## src/rtl/tt_pkg.sv

```systemverilog
// ----------------------------------------------------------------------------
// tt_pkg
// Shared types and constants for the trimmed-mean period tachometer.
// ----------------------------------------------------------------------------
package tt_pkg;

  localparam int unsigned FREQ_SCALE      = 1000000;
  localparam logic [15:0] MAX_FREQ_RESET  = 16'd780;
  localparam logic [15:0] LAST_GOOD_RESET = 16'd150;
  localparam int unsigned FIFO_DEPTH      = 2;

  typedef enum logic {
    OP_EDGE   = 1'b0,
    OP_REPORT = 1'b1
  } op_t;

  typedef enum logic [1:0] {
    STAT_FRESH  = 2'd0,
    STAT_HELD   = 2'd1,
    STAT_NODATA = 2'd2
  } status_t;

  typedef enum logic [2:0] {
    ST_IDLE,
    ST_SCAN,
    ST_TRIM,
    ST_MUL,
    ST_MEAN,
    ST_FREQ,
    ST_DONE
  } state_t;

  // queued work: operation plus period since the previous edge
  typedef struct packed {
    op_t         op;
    logic [31:0] period;
  } q_entry_t;

endpackage

```

## src/rtl/tt_if.sv

```systemverilog
// ----------------------------------------------------------------------------
// tt_if
// Valid/ready channel interfaces for tachometer events and reports.
// ----------------------------------------------------------------------------
interface tt_in_if;
  logic        valid;
  logic        ready;
  logic        operation;
  logic [31:0] timestamp_us;

  modport source (output valid, output operation, output timestamp_us, input ready);
  modport sink   (input valid, input operation, input timestamp_us, output ready);
endinterface

interface tt_out_if;
  logic        valid;
  logic        ready;
  logic [15:0] frequency;
  logic [1:0]  status;

  modport source (output valid, output frequency, output status, input ready);
  modport sink   (input valid, input frequency, input status, output ready);
endinterface

```

## src/rtl/tt_front.sv

```systemverilog
// ----------------------------------------------------------------------------
// tt_front
// Accepts events, computes the edge-to-edge period and queues the work.
// ----------------------------------------------------------------------------
module tt_front (
  input  logic             clk,
  input  logic             rst_n,
  tt_in_if.sink            in_chan,
  input  logic             q_full,
  output logic             push,
  output tt_pkg::q_entry_t push_data
);
  import tt_pkg::*;

  logic [31:0] last_edge_r;
  logic [31:0] last_edge_nxt;
  op_t         op;

  assign op            = op_t'(in_chan.operation);
  assign in_chan.ready = !q_full;
  assign push          = in_chan.valid && in_chan.ready;

  // period wraps modulo 2^32
  assign push_data = '{op: op, period: in_chan.timestamp_us - last_edge_r};

  always_comb begin
    last_edge_nxt = last_edge_r;
    if (push && op == OP_EDGE) begin
      last_edge_nxt = in_chan.timestamp_us;
    end
  end

  always_ff @(posedge clk) begin
    if (!rst_n) begin
      last_edge_r <= '0;
    end else begin
      last_edge_r <= last_edge_nxt;
    end
  end

endmodule

```

## src/rtl/tt_fifo.sv

```systemverilog
// ----------------------------------------------------------------------------
// tt_fifo
// Short register queue between the front and the back.
// ----------------------------------------------------------------------------
module tt_fifo (
  input  logic             clk,
  input  logic             rst_n,
  input  logic             push,
  input  tt_pkg::q_entry_t push_data,
  output logic             full,
  input  logic             pop,
  output logic             q_valid,
  output tt_pkg::q_entry_t q_data
);
  import tt_pkg::*;

  localparam int PW = (FIFO_DEPTH > 1) ? $clog2(FIFO_DEPTH) : 1;
  localparam int CW = $clog2(FIFO_DEPTH + 1);

  q_entry_t        mem_r [FIFO_DEPTH];
  logic [PW-1:0]   wr_ptr_r, wr_ptr_nxt;
  logic [PW-1:0]   rd_ptr_r, rd_ptr_nxt;
  logic [CW-1:0]   count_r, count_nxt;
  logic            do_push, do_pop;

  assign full    = (count_r == CW'(FIFO_DEPTH));
  assign q_valid = (count_r != '0);
  assign q_data  = mem_r[rd_ptr_r];
  assign do_push = push && !full;
  assign do_pop  = pop && q_valid;

  always_comb begin
    wr_ptr_nxt = wr_ptr_r;
    rd_ptr_nxt = rd_ptr_r;
    count_nxt  = count_r;
    if (do_push) begin
      wr_ptr_nxt = (wr_ptr_r == PW'(FIFO_DEPTH - 1)) ? '0 : wr_ptr_r + 1'b1;
    end
    if (do_pop) begin
      rd_ptr_nxt = (rd_ptr_r == PW'(FIFO_DEPTH - 1)) ? '0 : rd_ptr_r + 1'b1;
    end
    if (do_push && !do_pop) begin
      count_nxt = count_r + 1'b1;
    end else if (!do_push && do_pop) begin
      count_nxt = count_r - 1'b1;
    end
  end

  always_ff @(posedge clk) begin
    if (do_push) begin
      mem_r[wr_ptr_r] <= push_data;
    end
  end

  always_ff @(posedge clk) begin
    if (!rst_n) begin
      wr_ptr_r <= '0;
      rd_ptr_r <= '0;
      count_r  <= '0;
    end else begin
      wr_ptr_r <= wr_ptr_nxt;
      rd_ptr_r <= rd_ptr_nxt;
      count_r  <= count_nxt;
    end
  end

endmodule

```

## src/rtl/tt_div.sv

```systemverilog
// ----------------------------------------------------------------------------
// tt_div
// Restoring divider, one quotient bit per cycle, 32-bit divisor.
// ----------------------------------------------------------------------------
module tt_div #(
  parameter int DW = 35
) (
  input  logic          clk,
  input  logic          rst_n,
  input  logic          start,
  input  logic [DW-1:0] dividend,
  input  logic [31:0]   divisor,
  output logic          done,
  output logic [DW-1:0] quotient
);
  import tt_pkg::*;

  localparam int CW = $clog2(DW + 1);

  logic          busy_r, busy_nxt;
  logic          done_r, done_nxt;
  logic [CW-1:0] cnt_r, cnt_nxt;
  logic [DW-1:0] quo_r;
  logic [31:0]   rem_r;
  logic [31:0]   dsr_r;
  logic [32:0]   shifted;
  logic [33:0]   diff;
  logic          ge;

  assign shifted  = {rem_r, quo_r[DW-1]};
  assign diff     = {1'b0, shifted} - {2'b00, dsr_r};
  assign ge       = !diff[33];
  assign done     = done_r;
  assign quotient = quo_r;

  always_comb begin
    busy_nxt = busy_r;
    cnt_nxt  = cnt_r;
    done_nxt = 1'b0;
    if (start) begin
      busy_nxt = 1'b1;
      cnt_nxt  = CW'(DW);
    end else if (busy_r) begin
      cnt_nxt = cnt_r - 1'b1;
      if (cnt_r == CW'(1)) begin
        busy_nxt = 1'b0;
        done_nxt = 1'b1;
      end
    end
  end

  always_ff @(posedge clk) begin
    if (start) begin
      quo_r <= dividend;
      rem_r <= '0;
      dsr_r <= divisor;
    end else if (busy_r) begin
      rem_r <= ge ? diff[31:0] : shifted[31:0];
      quo_r <= {quo_r[DW-2:0], ge};
    end
  end

  always_ff @(posedge clk) begin
    if (!rst_n) begin
      busy_r <= 1'b0;
      done_r <= 1'b0;
      cnt_r  <= '0;
    end else begin
      busy_r <= busy_nxt;
      done_r <= done_nxt;
      cnt_r  <= cnt_nxt;
    end
  end

endmodule

```

## src/rtl/tt_back.sv

```systemverilog
// ----------------------------------------------------------------------------
// tt_back
// Executes queued work: ring update on edges, trimmed mean and frequency on
// reports, result held in an output register.
// ----------------------------------------------------------------------------
module tt_back #(
  parameter int WINDOW = 5
) (
  input  logic             clk,
  input  logic             rst_n,
  input  logic             q_valid,
  input  tt_pkg::q_entry_t q_data,
  output logic             q_pop,
  input  logic [15:0]      max_freq,
  tt_out_if.source         out_chan
);
  import tt_pkg::*;

  localparam int IW  = $clog2(WINDOW);
  localparam int SW  = 32 + $clog2(WINDOW);
  // divide by WINDOW-2 as a multiply by ceil(2^RS / (WINDOW-2)); the rounding
  // error times any SW-bit dividend stays below 2^RS, so the quotient is exact
  localparam int DV  = WINDOW - 2;
  localparam int RS  = SW + 4;
  localparam int MW  = RS + 1;
  localparam logic [MW-1:0] RECIP = MW'(((64'd1 << RS) + 64'(DV - 1)) / 64'(DV));
  localparam int CH  = 12;
  localparam int NCH = (SW + CH - 1) / CH;
  localparam int XW  = NCH * CH;
  localparam int PW  = XW + MW;
  localparam int KW  = (NCH > 1) ? $clog2(NCH) : 1;

  state_t        state_r, state_nxt;
  logic [31:0]   ring_r [WINDOW];
  logic [IW-1:0] idx_r;
  logic [IW-1:0] k_r;
  logic [SW-1:0] sum_r;
  logic [31:0]   lo_r, hi_r;
  logic [XW-1:0] mul_x_r;
  logic [PW-1:0] acc_r;
  logic [KW-1:0] mul_k_r;
  logic [15:0]   last_good_r;
  logic [15:0]   res_freq_r;
  status_t       res_stat_r;
  logic          out_valid_r;
  logic [15:0]   out_freq_r;
  status_t       out_stat_r;

  logic             scan_last;
  logic [31:0]      cur;
  logic [SW-1:0]    trimmed;
  logic [CH+MW-1:0] part;
  logic             mul_last;
  logic [31:0]      mean;
  logic             div_start;
  logic [SW-1:0]    div_dividend;
  logic [31:0]      div_divisor;
  logic             div_done;
  logic [SW-1:0]    div_quot;
  logic             mean_zero;
  logic             fresh;
  logic             load_out;

  assign cur       = ring_r[k_r];
  assign scan_last = (k_r == IW'(WINDOW - 1));
  assign trimmed   = sum_r - SW'(lo_r) - SW'(hi_r);
  // multiplier digits go in most significant chunk first
  assign part      = {{MW{1'b0}}, mul_x_r[XW-1 -: CH]} * RECIP;
  assign mul_last  = (mul_k_r == KW'(NCH - 1));
  assign mean      = acc_r[RS +: 32];
  assign mean_zero = (mean == '0);
  assign fresh     = (div_quot < SW'(max_freq));

  assign div_dividend = SW'(FREQ_SCALE);
  assign div_divisor  = mean;

  tt_div #(.DW(SW)) u_div (
    .clk      (clk),
    .rst_n    (rst_n),
    .start    (div_start),
    .dividend (div_dividend),
    .divisor  (div_divisor),
    .done     (div_done),
    .quotient (div_quot)
  );

  // next state
  always_comb begin
    state_nxt = state_r;
    unique case (state_r)
      ST_IDLE: if (q_valid && q_data.op == OP_REPORT) state_nxt = ST_SCAN;
      ST_SCAN: if (scan_last) state_nxt = ST_TRIM;
      ST_TRIM: state_nxt = ST_MUL;
      ST_MUL:  if (mul_last) state_nxt = ST_MEAN;
      ST_MEAN: state_nxt = mean_zero ? ST_DONE : ST_FREQ;
      ST_FREQ: if (div_done) state_nxt = ST_DONE;
      ST_DONE: if (!out_valid_r || out_chan.ready) state_nxt = ST_IDLE;
      default: state_nxt = ST_IDLE;
    endcase
  end

  // control outputs
  always_comb begin
    q_pop     = 1'b0;
    div_start = 1'b0;
    load_out  = 1'b0;
    unique case (state_r)
      ST_IDLE: q_pop = q_valid;
      ST_MEAN: div_start = !mean_zero;
      ST_DONE: load_out = !out_valid_r || out_chan.ready;
      default: ;
    endcase
  end

  // datapath
  always_ff @(posedge clk) begin
    if (!rst_n) begin
      for (int i = 0; i < WINDOW; i++) ring_r[i] <= '0;
      idx_r       <= '0;
      last_good_r <= LAST_GOOD_RESET;
    end else begin
      if (state_r == ST_IDLE && q_valid && q_data.op == OP_EDGE) begin
        ring_r[idx_r] <= q_data.period;
        idx_r         <= (idx_r == IW'(WINDOW - 1)) ? '0 : idx_r + 1'b1;
      end
      if (state_r == ST_FREQ && div_done && fresh) begin
        last_good_r <= div_quot[15:0];
      end
    end
  end

  always_ff @(posedge clk) begin
    unique case (state_r)
      ST_IDLE: k_r <= '0;
      ST_SCAN: begin
        k_r <= k_r + 1'b1;
        if (k_r == '0) begin
          sum_r <= SW'(cur);
          lo_r  <= cur;
          hi_r  <= cur;
        end else begin
          sum_r <= sum_r + SW'(cur);
          if (cur < lo_r) lo_r <= cur;
          if (cur > hi_r) hi_r <= cur;
        end
      end
      ST_TRIM: begin
        mul_x_r <= XW'(trimmed);
        acc_r   <= '0;
        mul_k_r <= '0;
      end
      ST_MUL: begin
        acc_r   <= {acc_r[PW-CH-1:0], {CH{1'b0}}} + PW'(part);
        mul_x_r <= {mul_x_r[XW-CH-1:0], {CH{1'b0}}};
        mul_k_r <= mul_k_r + 1'b1;
      end
      ST_MEAN: begin
        if (mean_zero) begin
          res_freq_r <= '0;
          res_stat_r <= STAT_NODATA;
        end
      end
      ST_FREQ: begin
        if (div_done) begin
          res_freq_r <= fresh ? div_quot[15:0] : last_good_r;
          res_stat_r <= fresh ? STAT_FRESH : STAT_HELD;
        end
      end
      default: ;
    endcase
  end

  always_ff @(posedge clk) begin
    if (load_out) begin
      out_freq_r <= res_freq_r;
      out_stat_r <= res_stat_r;
    end
  end

  always_ff @(posedge clk) begin
    if (!rst_n) begin
      state_r     <= ST_IDLE;
      out_valid_r <= 1'b0;
    end else begin
      state_r <= state_nxt;
      if (load_out) begin
        out_valid_r <= 1'b1;
      end else if (out_chan.ready) begin
        out_valid_r <= 1'b0;
      end
    end
  end

  assign out_chan.valid     = out_valid_r;
  assign out_chan.frequency = out_freq_r;
  assign out_chan.status    = out_stat_r;

endmodule

```

## src/rtl/tachometer_trimmed_mean_freq.sv

```systemverilog
// ----------------------------------------------------------------------------
// tachometer_trimmed_mean_freq
// Trimmed-mean period tachometer with a queued front end and divider back end.
// ----------------------------------------------------------------------------
// Usage:
//   in_chan carries edge events (operation 0, with a microsecond timestamp) and
//   report requests (operation 1). Edges produce no result; each report produces
//   one transaction on out_chan with frequency and status.
//   cfg_we/cfg_wdata write max_freq; write only while the block is idle.
// Sequence:
//   An edge is registered into the queue when accepted and retires when the idle
//   back end pops it into the period ring. A report runs through these steps
//   before out_chan.valid rises: pop, a ring scan over WINDOW entries, a trim
//   step, a chunked reciprocal multiply for the divide by WINDOW-2, a mean test,
//   the bit-serial 1000000 / mean divider (32 + clog2(WINDOW) bits wide, skipped
//   when the mean is zero) and the output load. Reports go through one at a
//   time; a two-entry queue takes up to two more events meanwhile.
// Reset:
//   rst_n (synchronous, active low) zeroes the period ring, ring index and last
//   edge time, sets last good frequency to 150 and max_freq to 780.
// Backpressure:
//   A result waits in the output register while out_chan is stalled; the next
//   report finishes and holds, then the queue fills and in_chan.ready drops.
// ----------------------------------------------------------------------------
module tachometer_trimmed_mean_freq #(
  parameter int WINDOW = 5
) (
  input  logic        clk,
  input  logic        rst_n,
  tt_in_if.sink       in_chan,
  tt_out_if.source    out_chan,
  input  logic        cfg_we,
  input  logic [15:0] cfg_wdata
);
  import tt_pkg::*;

  logic [15:0] max_freq_q_r, max_freq_nxt;
  logic        push, q_full, q_pop, q_valid;
  q_entry_t    push_data, q_data;

  always_comb begin
    max_freq_nxt = cfg_we ? cfg_wdata : max_freq_q_r;
  end

  always_ff @(posedge clk) begin
    if (!rst_n) begin
      max_freq_q_r <= MAX_FREQ_RESET;
    end else begin
      max_freq_q_r <= max_freq_nxt;
    end
  end

  tt_front u_front (
    .clk       (clk),
    .rst_n     (rst_n),
    .in_chan   (in_chan),
    .q_full    (q_full),
    .push      (push),
    .push_data (push_data)
  );

  tt_fifo u_fifo (
    .clk       (clk),
    .rst_n     (rst_n),
    .push      (push),
    .push_data (push_data),
    .full      (q_full),
    .pop       (q_pop),
    .q_valid   (q_valid),
    .q_data    (q_data)
  );

  tt_back #(.WINDOW(WINDOW)) u_back (
    .clk      (clk),
    .rst_n    (rst_n),
    .q_valid  (q_valid),
    .q_data   (q_data),
    .q_pop    (q_pop),
    .max_freq (max_freq_q_r),
    .out_chan (out_chan)
  );

  a_cfg_write: assert property (@(posedge clk) disable iff (!rst_n)
    cfg_we |=> max_freq_q_r == $past(cfg_wdata))
    else $error("max_freq register did not take the write");

  a_pop_nonempty: assert property (@(posedge clk) disable iff (!rst_n)
    q_pop |-> q_valid)
    else $error("queue popped while empty");

  a_full_nonempty: assert property (@(posedge clk) disable iff (!rst_n)
    !in_chan.ready |-> q_valid)
    else $error("input stalled with an empty queue");

  a_reset_idle: assert property (@(posedge clk)
    !rst_n |=> !out_chan.valid)
    else $error("result valid right after reset");

endmodule
```

## src/flat_wrapper.sv

```systemverilog
// flat-port wrapper written by rule: the top's interface ports become plain ports
module tachometer_trimmed_mean_freq_flat import tt_pkg::*;
#(
  parameter int WINDOW = 5
)
  (clk, rst_n, cfg_we, cfg_wdata, in_chan_valid, in_chan_operation, in_chan_timestamp_us, in_chan_ready, out_chan_valid, out_chan_frequency, out_chan_status, out_chan_ready);
  tt_in_if in_chan_i ();
  tt_out_if out_chan_i ();
  input  logic clk;
  input  logic rst_n;
  input  logic cfg_we;
  input  logic [15:0] cfg_wdata;
  input wire logic [$bits(in_chan_i.valid)-1:0] in_chan_valid;
  input wire logic [$bits(in_chan_i.operation)-1:0] in_chan_operation;
  input wire logic [$bits(in_chan_i.timestamp_us)-1:0] in_chan_timestamp_us;
  output wire logic [$bits(in_chan_i.ready)-1:0] in_chan_ready;
  output wire logic [$bits(out_chan_i.valid)-1:0] out_chan_valid;
  output wire logic [$bits(out_chan_i.frequency)-1:0] out_chan_frequency;
  output wire logic [$bits(out_chan_i.status)-1:0] out_chan_status;
  input wire logic [$bits(out_chan_i.ready)-1:0] out_chan_ready;
  assign in_chan_i.valid = in_chan_valid;
  assign in_chan_i.operation = in_chan_operation;
  assign in_chan_i.timestamp_us = in_chan_timestamp_us;
  assign in_chan_ready = in_chan_i.ready;
  assign out_chan_valid = out_chan_i.valid;
  assign out_chan_frequency = out_chan_i.frequency;
  assign out_chan_status = out_chan_i.status;
  assign out_chan_i.ready = out_chan_ready;
  tachometer_trimmed_mean_freq #(.WINDOW(WINDOW)) u_core (.clk(clk), .rst_n(rst_n), .in_chan(in_chan_i), .out_chan(out_chan_i), .cfg_we(cfg_we), .cfg_wdata(cfg_wdata));
endmodule
```

## config.mk

```make
export PLATFORM = sky130hd
export DESIGN_NAME = tachometer_trimmed_mean_freq_flat
export DESIGN_NICKNAME = d
export VERILOG_FILES = /design/src/rtl/tt_pkg.sv /design/src/rtl/tt_if.sv /design/src/rtl/tt_front.sv /design/src/rtl/tt_fifo.sv /design/src/rtl/tt_div.sv /design/src/rtl/tt_back.sv /design/src/rtl/tachometer_trimmed_mean_freq.sv /design/src/flat_wrapper.sv
export SDC_FILE = /design/constraint.sdc
export NUM_CORES = 2
export LEC_CHECK = 0
export ABC_CLOCK_PERIOD_IN_PS = 8600
export BUFFER_PORTS_ARGS = -buffer_cell sky130_fd_sc_hd__buf_2
export CORE_UTILIZATION = 45
export CTS_BUF_LIST = sky130_fd_sc_hd__clkbuf_16
export DETAILED_ROUTE_END_ITERATION = 6
export HOLD_SLACK_MARGIN = 0.15
export MAX_ROUTING_LAYER = met4
export PLACE_DENSITY = 0.59
export SLEW_MARGIN = 20
export SYNTH_ARGS = -nofsm -noshare
export SYNTH_HDL_FRONTEND = slang
export SYNTH_SLANG_ARGS = --single-unit
```

## constraint.sdc

```tcl
create_clock -name clk -period 8.6 [get_ports clk]
set_input_delay 1.72 -clock clk [delete_from_list [all_inputs] [get_ports clk]]
set_output_delay 1.72 -clock clk [all_outputs]
set_load 0.02 [all_outputs]
```

=== Yosys cells after proc, flatten, opt, wreduce, memory -nomap -nowiden ===
Memories as Yosys holds them, arrays and structs flattened. A register that Yosys moved wholly into a read port is not among the register bits.
Cells that the tools add are included.

* Reduce and logical (&&, ||, !) cells: 37
* Multiplexer cells: 53
* $add $sub $neg: 14
* Bitwise operators: 4
* Magnitude comparators: 3
* Equal/unequal tests: 17
* $mul: 1

{| class="wikitable"
|+ Operator list
! cell !! number
|-
| $mux W32 || 7
|-
| $pmux W71 S2 || 1
|-
| $pmux W36 S2 || 1
|-
| $add A71 B50 Y71 || 1
|-
| $sub A35 B32 Y35 || 2
|-
| $mul A12 B38 Y50 const B || 1
|-
| $mux W16 || 3
|-
| $add A35 B32 Y35 || 1
|-
| $lt A35 B16 Y1 || 1
|-
| $sub A33 B32 Y34 || 1
|-
| $gt A32 B32 Y1 || 1
|-
| $logic_not A32 Y1 || 1
|-
| $lt A32 B32 Y1 || 1
|-
| $pmux W16 S2 || 1
|-
| $reduce_or A32 Y1 || 1
|-
| $sub A32 B32 Y32 || 1
|-
| $mux W3 || 8
|-
| $mux W1 || 21
|-
| $pmux W3 S7 || 1
|-
| $reduce_bool A2 Y1 || 9
|-
| $eq A3 B3 Y1 const B || 5
|-
| $mux W6 || 2
|-
| $logic_and A1 B1 Y1 || 11
|-
| $mux W2 || 5
|-
| other kinds (22) || 42
|}

* Memories kept: 2
* Input bits: 54
* Register bits: 429
* Word-level logic and storage cells: 159
* Output and inout port bits: 20
* Bits in writable memories: 226

{| class="wikitable"
|+ Memory list
! memory !! depth !! width !! read ports !! clocked after Yosys merged registers in !! write ports !! RTL line !! source
|-
| u_core.u_back.ring_r || 5 || 32 || 1 || 1 || 5 || tt_back.sv:34 || <nowiki>logic [31:0] ring_r [WINDOW];</nowiki>
|-
| u_core.u_fifo.mem_r || 2 || 33 || 1 || 1 || 1 || tt_fifo.sv:20 || <nowiki>q_entry_t mem_r [FIFO_DEPTH];</nowiki>
|}

=== Logic depth before layout (Yosys ltp) ===
* Depth in word-level cells: 8
* Depth in mapped cells: 21

=== Hierarchy ===
A second synthesis with hierarchy kept.

* Cell total of the unflattened synthesis: 4070
* Area total of the unflattened synthesis: 46375.7 um^2

{| class="wikitable"
|+ By module, submodules not included
! module !! seq. area each (um^2) !! times used !! area each (um^2) !! cells an instance
|-
| tt_back || 15625.0 || 1 || 34077.7 || 2894
|-
| tt_div || 2812.7 || 1 || 6084.6 || 586
|-
| tt_front || 640.6 || 1 || 2997.9 || 411
|-
| tt_fifo || 2082.0 || 1 || 2610.0 || 128
|-
| tachometer_trimmed_mean_freq || 320.3 || 1 || 605.6 || 51
|}

=== Least setup slack after synthesis ===
Ideal clock, no wire load.

* Path kind: register to register
* Start: register u_core.u_back.mul_x_r[33]
* End: register u_core.u_back.acc_r[43], data pin
* Arrival: 5.716 ns
* Cell stages (with the launch flop): 19
* Setup slack: 2.618 ns
* Setup time: 0.266 ns
* Cells stage by stage: edfxtp_1 ha_1 ha_1 fa_1 inv_1 fa_1 inv_1 fa_1 ha_1 a21o_1 a21o_1 a21o_1 a41o_2 a31o_4 a221oi_4 o221a_4 o221ai_1 xnor2_1 nor2_1

* Longest elaborated chain between the ends: 3

{| class="wikitable"
|+ Ends and longest elaborated chain
! element !! RTL line !! source
|-
| start, declared || tt_back.sv:39 || <nowiki>logic [XW-1:0] mul_x_r;</nowiki>
|-
| start signal, assigned || tt_back.sv:148 || <nowiki>mul_x_r <= XW'(trimmed);</nowiki>
|-
| start signal, assigned || tt_back.sv:154 || <nowiki>mul_x_r <= {mul_x_r[XW-CH-1:0], {CH{1'b0}}};</nowiki>
|-
| $mul A12 B38 Y50 || tt_back.sv:68 || <nowiki>assign part = {{MW{1'b0}}, mul_x_r[XW-1 -: CH]} * RECIP;</nowiki>
|-
| $add A71 B50 Y71 || tt_back.sv:153 || <nowiki>acc_r <= {acc_r[PW-CH-1:0], {CH{1'b0}}} + PW'(part);</nowiki>
|-
| $pmux W71 S2 || tt_back.sv:133 || <nowiki>unique case (state_r)</nowiki>
|-
| end signal, assigned || tt_back.sv:153 ||
|-
| end, declared || tt_back.sv:40 || <nowiki>logic [PW-1:0] acc_r;</nowiki>
|}

Every way passes these cells.
A chain may end at the register's enable or synchronous reset.

=== Worst setup path in the final report ===
* Start: register u_core.u_back.mul_x_r[30]
* End: register u_core.u_back.acc_r[58], data pin

Same word-level chain as after synthesis.

==> out/qor_table.md <==
| Parameter | This run |
|:---|:---|
| Sequential-to-total area share from yosys stat | 46.3% |
| Timing-limited maximum frequency | 150 MHz |
| Synth Area in Simple Gates | 10.2% |
| Internal power of the cells | 11.0 mW |
| PostCTS Resize Cnt | 0 |
| Yosys top cell by area | edfxtp_1 |
| Final setup violation count | 0 |
| Fraction of layout cells with a size suffix above 1 | 9.95% |
| Number of buffers added to fix hold violations after cts | 0 |
| Final Slew Violations | 0 |
| Clock root buffer master | clkbuf_16 |
| CTS clk-pin slew, worst paths | 0.06 ns |
| Transition at the pin with the smallest max-transition slack | 1.15 ns |
| First DRT Iteration DRCs | 1960 |
| Pre-Repair DR Iteration Count | 5 |
| Initial Utilization | 45.5% |
| Setup Crit Path Kind | flop to flop |
| Combined global-route utilization of all metal layers | 20.7% |
| Number of H-tree levels | 3 |
| Via count normalized by instance count | 5.38 |
| Combinational family with the most area after synthesis | adder cells |
| Source-to-sink clock delay at the later pin of the worst-skew pair | 0.67 ns |
| Share of the synthesized netlist area taken by xor and xnor gates | 3.13% |
| Bufs on Longest Clock Path | 3 |
| Floorplan die height | 321 um |
| Fin crit share | 77.3% |
| Die area | 103000 um^2 |
| Fin. Hold Viols | 0 |
| Place WS | 2.02 ns |
| Category of the worst setup path launch point | flop |
| Met2 usage in global routing | 33.2% |
| Switch share | 42.4% |
| Dpl hpwl | 71.7 mm |
| Initial antenna violation count | 0 |
| Arrival @ worst endpoint | 7.04 ns |
| Cells on Worst Hold Path | 0 |
| Mux contribution to synthesized area | 6.93% |
| Number of DRC violations after detailed routing | 0 |
| Count of synthesis-stage warnings from yosys | 0 |
| Remaining max-slew budget at the tightest pin | 23.5% |
| Count of cell types in the netlist | 103 |
| Unrepaired setup endpoints after global routing | no |
| Core footprint | 100000 um^2 |
| Number of sinks driven by the clock tree | 755 |
| Met1 Usage GRT | 28.3% |
| Library cell contributing the largest single delay on the critical path | fa_1 |
| Clock buffer count from CTS | 84 |
| Proportion of register bits with asynchronous set or reset after synthesis | 0% |
| Slowest stage delay, CP | 0.69 ns |
| Number of flip-flops and latches in the synthesized netlist | 755 |
| Standard-cell row count | 116 |
| Power density relative to cell area | 380 nW/um^2 |
| Count of fill cells added during filler insertion | 9015 |
| Share of power burned in registers | 25.5% |
| Portion of total power attributed to combinational logic | 55.8% |
| Worst Hold Slack | 0.412 ns |
| Avg Cell Area, Syn | 11.4 um^2 |
| Run status | finished, final reports clean |
| Count of vias placed by the detailed router | 29658 |
| Grt peak-use layer | met2 |
| Switching power | 8.11 mW |
| Most used flip-flop cell after synthesis | edfxtp_1 |
| TritonCTS clock tree | built |
| VDD IR-drop max | 0.000332 V |
| Max-capacitance violation count | 0 |
| Met3 layer usage reported by global route | 2.20% |
| Count of input and output buffers | 73 |
| Antenna violation net count after detailed routing | 0 |
| Power consumption | 19.1 mW |
| Required time of the critical path | 8.99 ns |
| Leakage power of the design | 20.4 nW |
| Number of global-route vias before repair | 29558 |
| Ranking of synthesized cells by area | edfxtp_1 (40%), ha_1 (9.1%), fa_1 (7.7%) |
| Relative contribution of the clock network to total power | 18.6% |
| Post-synthesis to final-layout area growth | 10.1% |
| Depth of the worst register-to-register path | 20 |
| Fin worst setup slack | 1.95 ns |
| Ant diodes | 0 |
| Number of enable flip-flop cells after synthesis | 601 |
| IO Pins | 74 |
| Clk_skew | 0.0258 ns |
| Routed WL | 103 mm |
| Yosys top cell area share | 39.5% |
| Placer's final routability congestion estimate | 0.867 |
| Kind of end point of the critical path | flop |
| Routed wirelength normalized by instance count | 18.6 um |
| Post-route setup TNS | 0 ns |
| Number of instances in the synthesized netlist | 4023 |
| Count of nets after finishing | 4645 |
| Maximum number of pins on one net before global-route repair | 69 |
| Buffer count from post-CTS setup fixing | 0 |
| Sequence of cells on the critical path | ha_1 -> inv_1 -> fa_1 -> fa_1 -> inv_1 -> fa_1 -> inv_1 -> fa_1 -> inv_1 -> ha_1 -> a21o_1 -> a21o_1 -> a21oi_1 -> nand2_1 -> a211oi_1 -> o21ai_0 -> a221oi_4 -> a21boi_0 -> xnor2_1 -> nor2_1 |
| First-pass GRT wire length | 164 mm |
| Nets in the synthesized netlist | 4585 |
| Clock period minus final worst setup slack | 6.65 ns |
| Worst-path maximum fanout | 12 |
| DIE WIDTH | 321 um |
| Path type of the worst min-delay path | flop to flop |
| Adder-cell share of the synthesized area | 16.8% |
| Complex-gate fraction of the synthesized area | 11.7% |
| Overflow left after global routing | 0 |
| Syn Std Cell Area | 45700 um^2 |
==> path summary, 6_finish.rpt <==
path,start,end,slack [ns]
worst max-delay path,u_core.u_back.mul_x_r[30]$_DFFE_PP_,u_core.u_back.acc_r[58]$_SDFFCE_PN0P_,1.95
worst min-delay path,u_core.u_back.res_stat_r[1]$_SDFFCE_PN1P_,u_core.u_back.out_chan.status[1]$_DFFE_PP_,0.41
worst max register to register,u_core.u_back.mul_x_r[30]$_DFFE_PP_,u_core.u_back.acc_r[58]$_SDFFCE_PN0P_,1.95
worst min register to register,u_core.u_back.res_stat_r[1]$_SDFFCE_PN1P_,u_core.u_back.out_chan.status[1]$_DFFE_PP_,0.41
==> layer usage <==
metal  share of wire, %  vias to the layer above
li1                   -                    14436
met1                 47                    14644
met2                 48                      451
met3                3.3                      127
met5                  0                        -
met4                1.9                        0
==> logic make-up (layout without fill, tap and decap cells) <==
| family | count (synthesis) | after routing |
|---|---|---|
| adders and majority gates | 508 | 508 |
| and+or+nand+nor | 987 | 987 |
| AOI/OAI and AO/OA | 781 | 781 |
| muxes | 232 | 232 |
| DFF | 755 | 755 |
| buffers and inverters | 597 | 725 |
| xor gates and xnor gates | 163 | 163 |
==> worst max-delay path, delay by kind of cell (launching register included) <==
family	cells	cell delay (ns)
AO/OA/AOI/OAI	7	1.85
XOR/XNOR	1	0.18
AND/OR/NAND/NOR	2	0.15
adder cells (fa/ha/maj)	6	3.08
buffers and inverters	4	0.69
flip-flops	1	0.42
==> registers in the layout (all words and copies together), names as in the netlist, 35 cells and up, named ones only <==
register	count
u_core.u_back.acc_r	71
u_core.u_back.ring_r	256
u_core.u_fifo.mem_r	66
u_core.u_back.sum_r	35
u_core.u_back.u_div.quotient	35
u_core.u_back.mul_x_r	36
==> cell usage in the layout (no fill, tap or decap), types with 10 or more instances in the layout <==
cell type  instances
a211oi_1          34
a21boi_0          50
a21o_1           118
a21oi_1          210
a31o_2            12
a31oi_1           18
and2_1            25
and3_1            38
buf_2             73
buf_4             34
clkbuf_16         84
clkinv_1          14
clkinv_2          15
dfxtp_1          150
edfxtp_1         601
fa_1             175
ha_1             332
inv_1            481
mux2_2            32
mux2i_1          136
mux4_2            64
nand2_1          230
nand2b_1          32
nand3_1           52
nand4_1           36
nor2_1           389
nor2b_1           51
nor3_1            36
nor3b_1           11
nor4_1            20
o211ai_1          16
o21a_1            35
o21ai_0          134
o21ai_1           11
o21bai_1          29
o31ai_1           11
or2_2             10
xnor2_1          104
xor2_1            59
==> synthesized netlist by cell type (50+ instances only) <==
cell type  count
o21ai_0      134
edfxtp_1     601
clkbuf_1     108
fa_1         176
nor2_1       391
xor2_1        59
nor2b_1       54
dfxtp_1      154
ha_1         332
mux2i_1      136
a21boi_0      50
a21oi_1      211
nand3_1       52
nand2_1      231
inv_1        461
xnor2_1      104
mux4_2        64
a21o_1       118
==> power by group through the flow <==
stage | Clock, mW | Sequential (mW) | Combinational, mW
final | 3.56 | 4.88 | 10.7
after global routing | 3.77 | 4.93 | 12.0
after CTS | 3.64 | 4.89 | 10.7
after detailed placement | 0 | 4.96 | 10.6
after global placement | 0 | 4.95 | 10.6
after floorplan | 0 | 4.89 | 8.15
==> stage by stage <==
| stage | area (um^2) | utilization (%) | instances |
|---|---|---|---|
| floorplan | 45700 | - | 4023 |
| global placement | 47600 | 47.4 | 5353 |
| detailed placement | 47600 | 47.4 | 5353 |
| CTS | 50300 | 50.1 | 5507 |
| global route | 50300 | 50.1 | 5508 |
| finish | 50300 | 50.1 | 5508 |
==> final cells by class <==
cell class	count	area [um^2]	area share, %
multi-input combinational	2671	22300	44.4
sequential	755	21100	42.0
clock buffer	84	2100	4.18
inverter	461	1730	3.44
tap	1357	1700	3.38
timing repair buffer	110	681	1.35
clock inverter	70	598	1.19
(Power assumes the default switching activity.)
